`config.mk`:
```
export PLATFORM = sky130hd
export DESIGN_NAME = m44i_div
export DESIGN_NICKNAME = d
export VERILOG_FILES = /design/src/design/m44i_div.sv
export SDC_FILE = /design/constraint.sdc
export NUM_CORES = 1
export LEC_CHECK = 0
export BUFFER_PORTS_ARGS = -buffer_cell sky130_fd_sc_hd__buf_2
export CAP_MARGIN = 30
export CORE_AREA = 2 2 345 261
export CTS_CLUSTER_SIZE = 30
export DETAILED_ROUTE_END_ITERATION = 12
export DIE_AREA = 0 0 347 263
export PLACE_DENSITY = 0.67
export SLEW_MARGIN = 20
export SYNTH_ARGS = -nofsm -noshare
export SYNTH_HDL_FRONTEND = slang
export SYNTH_SLANG_ARGS = --single-unit
```
`constraint.sdc`:
```
create_clock -name clk_i -period 9.9 [get_ports clk_i]
set_clock_uncertainty 0.05 [all_clocks]
set_input_delay 0.99 -clock clk_i [delete_from_list [all_inputs] [get_ports clk_i]]
set_output_delay 0.99 -clock clk_i [all_outputs]
set_load 0.005 [all_outputs]
```
`src/design/m44i_div.sv`:
```
`timescale 1ns / 1ps
// ----------------------------------------------------------------------------
// m44i_div
// Restoring divider: cofactor scaled by 2^(2F) over the determinant,
// truncated toward zero and saturated to a signed W-bit result.
// ----------------------------------------------------------------------------
module m44i_div #(
  parameter int unsigned W = 32,
  parameter int unsigned F = 16
) (
  input  logic                      clk_i,
  input  logic                      rst_ni,
  input  logic                      start_i,
  input  logic signed [3*W+2:0]     num_i,
  input  logic signed [4*W+4:0]     den_i,
  output logic                      done_o,
  output logic [W-1:0]              quot_o
);

  localparam int unsigned CW   = 3 * W + 3;
  localparam int unsigned DW   = 4 * W + 5;
  localparam int unsigned NW   = CW + 2 * F;
  localparam int unsigned SW   = DW + W + 1;
  localparam int unsigned DVW  = ((NW > SW) ? NW : SW) + 1;
  localparam int unsigned QW   = W + 1;
  localparam int unsigned CNTW = $clog2(QW + 1);

  logic [CW-1:0]   num_mag;
  logic [DW-1:0]   den_mag;
  logic [DVW-1:0]  a_ext;
  logic [DVW-1:0]  b_ext;
  logic [DVW-1:0]  r_q;
  logic [DVW-1:0]  bs_q;
  logic [QW-1:0]   q_q;
  logic [CNTW-1:0] cnt_q;
  logic            neg_q;
  logic            big_q;
  logic            done_q;
  logic            ge;
  logic [W-1:0]    lim;

  // Magnitudes of the operands, numerator pre-scaled.
  always_comb begin
    num_mag = num_i[CW-1] ? (~$unsigned(num_i) + 1'b1) : $unsigned(num_i);
    den_mag = den_i[DW-1] ? (~$unsigned(den_i) + 1'b1) : $unsigned(den_i);
    a_ext   = DVW'(num_mag) << (2 * F);
    b_ext   = DVW'(den_mag);
    ge      = (r_q >= bs_q);
  end

  // Control: quotient bit counter and completion pulse.
  always_ff @(posedge clk_i or negedge rst_ni) begin
    if (!rst_ni) begin
      cnt_q  <= '0;
      done_q <= 1'b0;
    end else begin
      done_q <= 1'b0;
      if (start_i) begin
        cnt_q <= CNTW'(QW);
      end else if (cnt_q != '0) begin
        cnt_q <= cnt_q - 1'b1;
        if (cnt_q == CNTW'(1)) begin
          done_q <= 1'b1;
        end
      end
    end
  end

  // Datapath: a quotient too large for W+1 bits is flagged at start, then
  // one quotient bit per cycle.
  always_ff @(posedge clk_i) begin
    if (start_i) begin
      r_q   <= a_ext;
      bs_q  <= b_ext << W;
      q_q   <= '0;
      neg_q <= num_i[CW-1] ^ den_i[DW-1];
      big_q <= (a_ext >= (b_ext << QW));
    end else if (cnt_q != '0) begin
      r_q  <= ge ? (r_q - bs_q) : r_q;
      q_q  <= {q_q[QW-2:0], ge};
      bs_q <= bs_q >> 1;
    end
  end

  // Sign and saturation to the signed W-bit range.
  always_comb begin
    lim = {1'b1, {(W-1){1'b0}}};
    if (neg_q) begin
      if (big_q || q_q[W] || (q_q[W-1:0] > lim)) begin
        quot_o = lim;
      end else begin
        quot_o = ~q_q[W-1:0] + 1'b1;
      end
    end else begin
      if (big_q || q_q[W] || q_q[W-1]) begin
        quot_o = ~lim;
      end else begin
        quot_o = q_q[W-1:0];
      end
    end
  end

  assign done_o = done_q;

endmodule

```
==> results.py <==
metrics = {
    "timing": {
        "rsz0062_at_grt": "false",
        "finalCritPeriodShare": 0.762,
        "finalCriticalPeriod_ns": 7.54,
        "worstMarginPinSlew_ns": 1.13,
        "fmax_ghz": 0.133,
        "slew_headroom": 0.229,
        "final-setup-viol-count": 0,
        "final-hold-violation-count": 0,
        "maxSlewViolCount": 0,
        "totalNegativeSetupSlack_ns": 0,
    },
    "placed_design": {
        "gp_congestion": 0.981,
        "port_buffers": 267,
        "hpwl_um": 105000,
    },
    "logic_synthesis": {
        "synthTopCellsByArea": "edfxtp_1 (20%), ha_1 (9.6%), dfxtp_1 (7.6%)",
        "synth_enable_flop_cells": 234,
        "synth_area_um2": 34900,
        "yosysSeqAreaShare": 0.282,
        "yosysWarnings": 0,
        "synth_cells": 4566,
        "yosysUniqueCellTypes": 77,
        "ys_ff_latch": 374,
        "synth_most_common_cell": "nand2_1",
        "ys_async_sr_fraction": 0.0187,
        "syn_avg_cell_area_um2": 7.65,
        "synth_commonest_cells": "nand2_1 (674), o21ai_0 (423), a21oi_1 (409)",
        "syn_nets": 5071,
        "yosys.area.top_type_share": 0.201,
        "synthFlopType": "edfxtp_1",
        "yosys.area.top_type": "edfxtp_1",
    },
    "finish": {
        "nNetsFinal": 5162,
        "utilization": 0.441,
        "syn_to_final_growth_pct": 10.5,
        "layout-drive-gt1-share": 0.0909,
    },
    "critical_path": {
        "timing.rr.end": "r_q[128]",
        "r2r_start": "bs_q[15]",
        "start_kind": "input pin",
        "cp-endpoint": "big_q",
        "cp-startpoint": "num_i[9]",
        "r2r_cells": 15,
        "worstPathRequired_ns": 10.32,
        "critical_path_class": "input pin to register",
        "cp_max_fo": 6,
        "rrSetupSlack_ns": 3.75,
        "arrival_ns": 7.96,
        "worstSetupEndpointType": "register",
    },
    "die": {
        "die_y_um": 263,
        "die_x_um": 347,
        "start_util": 0.399,
        "top_level_ports": 268,
        "rows": 94,
        "die_area_um2": 91300,
        "core_um2": 87600,
    },
    "clock_tree": {
        "post_cts_buffers": 0,
        "cts_tree": "yes",
        "ctsHoldBuffers": 0,
        "cts_resized": 0,
        "clk_pin_slew_ns": 0.06,
        "cts_made_buffers": 44,
        "h-tree-depth": 2,
        "clk_latency_ns": 0.62,
        "cts_max_path_buffers": 3,
        "cts-root-buf": "clkbuf_16",
        "cts.sink_count": 374,
    },
    "power_and_ir_drop": {
        "power.switching_mw": 5.00,
        "max-vdd-ir-drop_mv": 0.155,
        "p_total_mw": 10.4,
        "seq_power_share": 0.226,
        "p_leak_nw": 15.5,
        "power.density_nw_per_um2": 268,
        "p_comb_frac": 0.610,
        "swShare": 0.483,
        "intPower_mw": 5.35,
        "clkPwrFrac": 0.165,
    },
    "grt": {
        "grt_pass1_vias": 32800,
        "grt_pass1_wl_um": 199000,
        "antenna_found_initial": 16,
        "overflow": 0,
        "grtUsageTotal": 0.276,
        "grt_max_degree": 164,
    },
    "outcome": {
        "status": "complete, no violations",
    },
    "detailed_routing": {
        "drt_pass1_iterations": 7,
        "drt_wl_total_um": 132000,
        "routed-via-count": 35400,
        "ant_nets": 0,
        "wl_per_cell_um": 22.5,
        "drc_errors": 0,
        "routed_via_density": 6.06,
        "first_iter_violations": 4012,
    },
    "run": {
        "max-cap-violations": 0,
    },
    "worst_hold_path": {
        "hold_class": "input pin to asynchronous set/reset pin",
    },
}
through the flow:
stage,hold WS (ns),instances,setup WS (ns),cell area (um^2)
after floorplan,0.382,4566,3.46,34900
after global placement,0.391,5754,1.68,37000
after detailed placement,0.400,5758,1.85,37100
after CTS,0.125,5835,2.50,38500
after global routing,0.145,5843,1.93,38600
final,0.148,5844,2.36,38600
flip-flops by register name, indices dropped and copies added (netlist names):
name and cells:
bs_q 165, q_q 33, big_q 1, done_o 1, neg_q 1, cnt_q 6
r_q 167
area by class of cell:
| cell class | instances | area, um^2 |
|---|---|---|
| Timing Repair Buffer | 304 | 1700 |
| Clock buffer | 53 | 1190 |
| Clock inverter | 24 | 262 |
| Multi-Input combinational cell | 3658 | 23100 |
| Inverter | 275 | 1040 |
| Antenna cell | 4 | 10.0 |
| Sequential cell | 374 | 9860 |
| Fill cell | 8842 | 49000 |
| Tap cell | 1152 | 1440 |
cell families after synthesis:
group | Yosys count | synth area share
AND/OR/NAND/NOR | 1551 | 0.208
multiplexers | 7 | 0.00204
AO/OA/AOI/OAI | 1438 | 0.255
flip-flops | 374 | 0.282
buffers and inverters | 534 | 0.0579
XOR/XNOR | 392 | 0.0983
adder cells (fa/ha/maj) | 270 | 0.0969
power by group through the flow:
| stage | clock (mW) | combinational (mW) | sequential, mW |
|---|---|---|---|
| floorplan | 0 | 4.38 | 2.32 |
| global placement | 0 | 6.05 | 2.35 |
| detailed placement | 0 | 6.10 | 2.36 |
| CTS | 1.72 | 6.15 | 2.33 |
| global route | 1.77 | 6.88 | 2.37 |
| finish | 1.71 | 6.31 | 2.34 |
worst min-delay path by stage:
stage                     depth (start not counted)  startpoint        to  slack (ns)
after global routing                              1      rst_ni  cnt_q[2]        0.15
after global placement                            2    r_q[138]  r_q[138]        0.39
after floorplan                                   2    r_q[131]  r_q[131]        0.38
final                                             1      rst_ni  cnt_q[2]        0.15
after detailed placement                          2    r_q[131]  r_q[131]        0.40
after CTS                                         1      rst_ni    done_o        0.12
layer usage:
layer | vias to the layer above | part of all wire | track usage
li1 | 16700 | - | -
met1 | 16800 | 0.46 | 0.402
met2 | 1634 | 0.42 | 0.413
met3 | 206 | 0.097 | 0.0550
met4 | 16 | 0.027 | 0.0770
met5 | - | 0.00084 | 0
worst max-delay path, cell delays in order:
cell and delay [ns]:
buf_2 0.12, or4_1 0.56, or3_1 0.35, or3_1 0.49, or4_1 0.66, nor2_1 0.15, buf_4 0.21, nand4_1 0.20
or4_1 0.59, nand2b_1 0.25, o31ai_1 0.32, xnor2_1 0.16, ha_1 0.32, nand4_1 0.29, nor4_1 0.41, and3_1 0.20
nand3_1 0.06, o31ai_1 0.49, nand2b_1 0.17, a21oi_1 0.08, nor3_1 0.14, o21ai_0 0.13, nor4_1 0.26, nand3_1 0.13
nor3_2 0.19
cell usage in the layout (no fill, tap or decap), types with 37 or more instances in the layout:
cell and n:
o41ai_1 42, nand4_1 127, nand2_1 671, xnor2_1 245, o31ai_1 153, ha_1 269, clkbuf_16 46, a21oi_1 408
nand3_1 96, buf_2 267, or3_1 67, o21bai_1 61, nor2_1 288, nor4_1 38, o22ai_1 37, dfxtp_1 133
o21ai_0 423, edfxtp_1 234, inv_1 273, nand2b_1 37, nor3_1 84, xor2_1 147, a21o_1 95
(Power assumes the default switching activity.)
