==> src/design/m44i_pkg.sv <==
`timescale 1ns / 1ps
// ----------------------------------------------------------------------------
// m44i_pkg
// Shared types, constants and address helpers of the 4x4 matrix inverse core.
// ----------------------------------------------------------------------------
package m44i_pkg;

  // Width of the flat element index and the index that starts an inversion.
  localparam int unsigned IdxW = 4;
  localparam logic [IdxW-1:0] LastIdx = 4'd15;

  // Multiplier operand bits consumed per cycle by the digit-serial multiplier.
  localparam int unsigned MulDigit = 8;

  // Sequencer states.
  typedef enum logic [3:0] {
    ST_IDLE,
    ST_RD_A,
    ST_RD_B,
    ST_MUL_GO,
    ST_MUL_WAIT,
    ST_COF_FIN,
    ST_DET_CHK,
    ST_SING_LD,
    ST_ADJ_RD,
    ST_DIV_GO,
    ST_DIV_WAIT,
    ST_OUT_LD
  } m44i_state_e;

  // Product kinds of the cofactor and determinant micro-sequence.
  typedef enum logic [1:0] {
    OP_P1,   // first 2x2 product
    OP_P2,   // second 2x2 product, forms the 2x2 minor
    OP_P3,   // 2x2 minor times the top row element of the 3x3 minor
    OP_P4    // row-zero cofactor times its element, adds to the determinant
  } m44i_op_e;

  // Flat address of element (mr, mc) of the 3x3 minor that omits row er and
  // column ec, where the cofactor index holds er in [1:0] and ec in [3:2].
  function automatic logic [IdxW-1:0] minor_addr(input logic [IdxW-1:0] cidx,
                                                 input logic [1:0] mr,
                                                 input logic [1:0] mc);
    logic [1:0] row;
    logic [1:0] col;
    row = (mr >= cidx[1:0]) ? (mr + 2'd1) : mr;
    col = (mc >= cidx[3:2]) ? (mc + 2'd1) : mc;
    return {row, col};
  endfunction

endpackage

==> src/design/m44i_mul.sv <==
`timescale 1ns / 1ps
// ----------------------------------------------------------------------------
// m44i_mul
// Digit-serial signed multiplier, most significant multiplier digit first.
// ----------------------------------------------------------------------------
module m44i_mul import m44i_pkg::*; #(
  parameter int unsigned W = 32
) (
  input  logic                      clk_i,
  input  logic                      rst_ni,
  input  logic                      start_i,
  input  logic signed [3*W+2:0]     a_i,
  input  logic signed [W-1:0]       b_i,
  output logic                      done_o,
  output logic signed [4*W+2:0]     p_o
);

  localparam int unsigned MAW  = 3 * W + 3;
  localparam int unsigned PW   = MAW + W;
  localparam int unsigned NDIG = (W + MulDigit - 1) / MulDigit;
  localparam int unsigned BW   = NDIG * MulDigit;
  localparam int unsigned CNTW = $clog2(NDIG + 1);

  logic signed [MAW-1:0]          a_q;
  logic [BW-1:0]                  b_q;
  logic signed [PW-1:0]           acc_q;
  logic [CNTW-1:0]                cnt_q;
  logic                           first_q;
  logic                           done_q;
  logic [MulDigit-1:0]            digit;
  logic signed [MulDigit:0]       sdig;
  logic signed [MAW+MulDigit:0]   pp;
  logic signed [PW-1:0]           acc_d;

  // The top digit carries the sign of the multiplier; the others are unsigned.
  always_comb begin
    digit = b_q[BW-1 -: MulDigit];
    sdig  = $signed({first_q ? digit[MulDigit-1] : 1'b0, digit});
    pp    = a_q * sdig;
    acc_d = (acc_q <<< MulDigit) + PW'(pp);
  end

  // Control: digit counter and completion pulse.
  always_ff @(posedge clk_i or negedge rst_ni) begin
    if (!rst_ni) begin
      cnt_q  <= '0;
      done_q <= 1'b0;
    end else begin
      done_q <= 1'b0;
      if (start_i) begin
        cnt_q <= CNTW'(NDIG);
      end else if (cnt_q != '0) begin
        cnt_q <= cnt_q - 1'b1;
        if (cnt_q == CNTW'(1)) begin
          done_q <= 1'b1;
        end
      end
    end
  end

  // Datapath: one digit accumulated per cycle.
  always_ff @(posedge clk_i) begin
    if (start_i) begin
      a_q     <= a_i;
      b_q     <= BW'(b_i);
      acc_q   <= '0;
      first_q <= 1'b1;
    end else if (cnt_q != '0) begin
      acc_q   <= acc_d;
      b_q     <= b_q << MulDigit;
      first_q <= 1'b0;
    end
  end

  assign done_o = done_q;
  assign p_o    = acc_q;

endmodule

==> config.mk <==
export PLATFORM = sky130hd
export DESIGN_NAME = m44i_mul
export DESIGN_NICKNAME = d
export VERILOG_FILES = /design/src/design/m44i_pkg.sv /design/src/design/m44i_mul.sv
export SDC_FILE = /design/constraint.sdc
export NUM_CORES = 2
export LEC_CHECK = 0
export BUFFER_PORTS_ARGS = -buffer_cell sky130_fd_sc_hd__buf_2
export CORE_UTILIZATION = 50
export DETAILED_ROUTE_END_ITERATION = 6
export HOLD_SLACK_MARGIN = 0.03
export PLACE_DENSITY = 0.78
export SLEW_MARGIN = 20
export SYNTH_ARGS = -nofsm -noshare
export SYNTH_HDL_FRONTEND = slang
export SYNTH_SLANG_ARGS = --single-unit
==> constraint.sdc <==
create_clock -name clk_i -period 8 [get_ports clk_i]
set_clock_uncertainty 0.2 [all_clocks]
set_input_delay 2.4 -clock clk_i [delete_from_list [all_inputs] [get_ports clk_i]]
set_output_delay 2.4 -clock clk_i [all_outputs]
set_load 0.05 [all_outputs]
==> impl_metrics.ini <==
[run_status]
status = finished clean

[timing]
fin_tns_setup_ps = 0
worst_pin_slew_ps = 1060
period_share = 0.961
fmax_ghz = 0.130
relSlewSlack = 0.287
setup_viol = 0
rsz0062_at_grt = false
drv_slew = 0
min_period_ps = 7690
hold_viol = 0

[setup_path]
cpPeakStageDelay_ps = 870
crit_chain = buf_4 > and2_1 > fa_1 > fa_1 > fa_1 > inv_1 > fa_1 > fa_1 > inv_1 > ha_1 > a21oi_1 > o21ai_0 > a211oi_1 > o21ai_1 > a211oi_1 > a21oi_1 > a211o_1 > a211o_1 > a21oi_1 > mux2i_1 > o32ai_1
worst-setup-path-type = reg2reg
cp-end-kind = flop
crit_path_start_kind = flop
cp.arrival_ps = 7970
cp_common_cell = fa_1
worst-path-buf-inv = 3
slowest_stage = edfxtp_1
crit_required_ps = 8280
crit_fanout = 36
crit_family = compound AO/OA/AOI/OAI gates

[routing]
firstDrtPassIters = 6
wirelength_um = 129000
ant_nets = 0
post_drt_via_cell_ratio = 5.62
drcViolationCount = 0
wl_per_cell_um = 20.3
vias = 35800
drtIter0Drc = 2987

[synth]
synth-compound-area-share = 0.0931
syn_inst = 5102
synth_top_family_by_area = adder cells
avgSynthCellArea_sq_um = 8.71
ys_ff_latch = 267
synthXorXnorAreaFrac = 0.0234
synth_seq_area_share = 0.150
syn_nets = 6352
synth-simple-area-share = 0.156
yosysWarnings = 0
synthMuxAreaShare = 0.00653
synth_flop_cell = dfxtp_1
synth-edff-count = 131
netlist_area_sq_um = 44500
ys_types = 76
synth_fa_ha_area_frac = 0.457
synthArstFlopShare = 0.0150

[final_layout]
finalNetCount = 6426
register_area_sq_um = 6680
syn_to_final_growth_pct = 8.13
final_layout_size_suffix_gt1_frac = 0.0891
multi_input_area_sq_um = 32800
diodes = 0
num-fill-cells = 7721

[clock_network]
cts.clk_slew.worst_paths_ps = 60
root_buffer = clkbuf_16
numCtsBuffers = 39
cts_tree = built
clockBufferDepth = 3
ctsResizeCount = 0
clk_latency_ps = 620
clock_sinks = 267
htreeDepth = 2

[die]
coreArea_sq_um = 87400
die_w_um = 300
num_rows = 108
io_pins = 266
die_area_sq_um = 90100
start_util = 0.508
dieHeight_um = 300

[job]
drv_cap = 0

[placed_design]
io_buffers = 265
place.gp.congestion = 0.999
hpwl_um = 102000

[grt]
grt_pass1_wl_um = 208000
grt_max_degree = 129
grt_overflow_total = 0
antenna_found_initial = 2
track_usage = 0.296
grt_pass1_vias = 37700

[hold_path]
min_path_type = reg2reg
through the flow:
stage	hold slack (ps)	worst slack [ps]	area, sq um	instances	util
detailed placement	244	284	46800	6289	0.535
finish	260	310	48100	6362	0.550
global route	300	72.8	48100	6362	0.550
floorplan	226	1190	44500	5102	-
global placement	237	428	46800	6289	0.535
CTS	261	273	48100	6361	0.550
registers in the layout, indices dropped and copies added (netlist names):
signal and flops:
p_o 131, done_o 1, cnt_q 3, a_q 99, b_q 32, first_q 1
kinds of logic after synthesis:
kind of cell | count (synthesis)
adder cells (fa/ha/maj) | 1116
AND/OR/NAND/NOR | 1548
XOR/XNOR | 119
flip-flops | 267
multiplexers | 26
buffers and inverters | 1346
AO/OA/AOI/OAI | 680
metal layers:
metal,up-vias,global-route usage,share of wire
met4,0,0.108,0.040
met3,318,0.0535,0.095
met2,1711,0.481,0.47
met5,-,0,0
met1,18000,0.397,0.40
li1,15700,-,-
repair_timing:
| action | CTS | global route |
|---|---|---|
| endpoints found under the setup margin | 0 | 5 |
| hold buffers | 0 | 0 |
| buffers inserted | 0 | 1 |
path summary, 6_finish.rpt:
path / startpoint / to / slack [ps] / depth (start not counted)
worst max-delay path: b_q[30] / p_o[124] / 310 / 21
worst min-delay path: p_o[128] / p_o[128] / 260 / 2
worst max register to register: b_q[30] / p_o[124] / 310 / 21
worst min register to register: p_o[128] / p_o[128] / 260 / 2
max in group asynchronous: rst_ni / cnt_q[2] / 6070 / 1
min in group asynchronous: rst_ni / done_o / 1410 / 1
worst register-to-register path, stage by stage (launching register included):
cell,delay (ps)
edfxtp_1,870
buf_4,520
and2_1,240
fa_1,420
fa_1,420
fa_1,520
inv_1,50
fa_1,460
fa_1,500
inv_1,40
ha_1,360
a21oi_1,250
o21ai_0,230
a211oi_1,460
o21ai_1,170
a211oi_1,300
a21oi_1,110
a211o_1,380
a211o_1,380
a21oi_1,340
mux2i_1,240
o32ai_1,100
cells in the mapped netlist, types with 9 or more instances:
master / count / area, sq um
inv_1: 1040 / 3900
clkbuf_1: 204 / 766
o211ai_1: 11 / 82.6
a21o_1: 69 / 518
xor2_1: 49 / 429
fa_1: 848 / 17000
ha_1: 268 / 3350
o21ai_1: 26 / 130
o21ai_0: 138 / 691
buf_1: 99 / 372
nor4_1: 10 / 62.6
mux2_2: 24 / 270
dfxtp_1: 132 / 2640
o21a_1: 12 / 90.1
o21bai_1: 42 / 315
nand3_1: 20 / 100
a21oi_1: 269 / 1350
or2_2: 12 / 75.1
edfxtp_1: 131 / 3930
nand2_1: 860 / 3230
a211oi_1: 22 / 165
a21boi_0: 14 / 105
a31oi_1: 14 / 87.6
xnor2_1: 70 / 613
nor2_1: 235 / 882
nand4_1: 72 / 450
and3_1: 9 / 56.3
and2_1: 251 / 1570
nor3_1: 35 / 175
cells in the final DEF (no fill, tap or decap), drive strengths merged, types with 131 or more instances in the layout:
| cell type | synthesis | layout |
|---|---|---|
| and2 | 251 | 251 |
| nor2 | 235 | 235 |
| a21oi | 270 | 270 |
| ha | 268 | 268 |
| edfxtp | 131 | 131 |
| o21ai | 165 | 165 |
| dfxtp | 132 | 132 |
| buf | 102 | 339 |
| inv | 1040 | 1045 |
| fa | 848 | 848 |
| nand2 | 862 | 862 |
cell type report:
type / instances / share of cell area
multi-input combinational: 3489 / 0.681
sequential: 267 / 0.139
inverter: 1040 / 0.0812
timing repair buffer: 339 / 0.0415
tap: 1155 / 0.0301
clock buffer: 43 / 0.0208
clock inverter: 29 / 0.00606
Power is not shown: default switching activity piles up to over one toggle a cycle in this logic, so the estimate is an artifact.
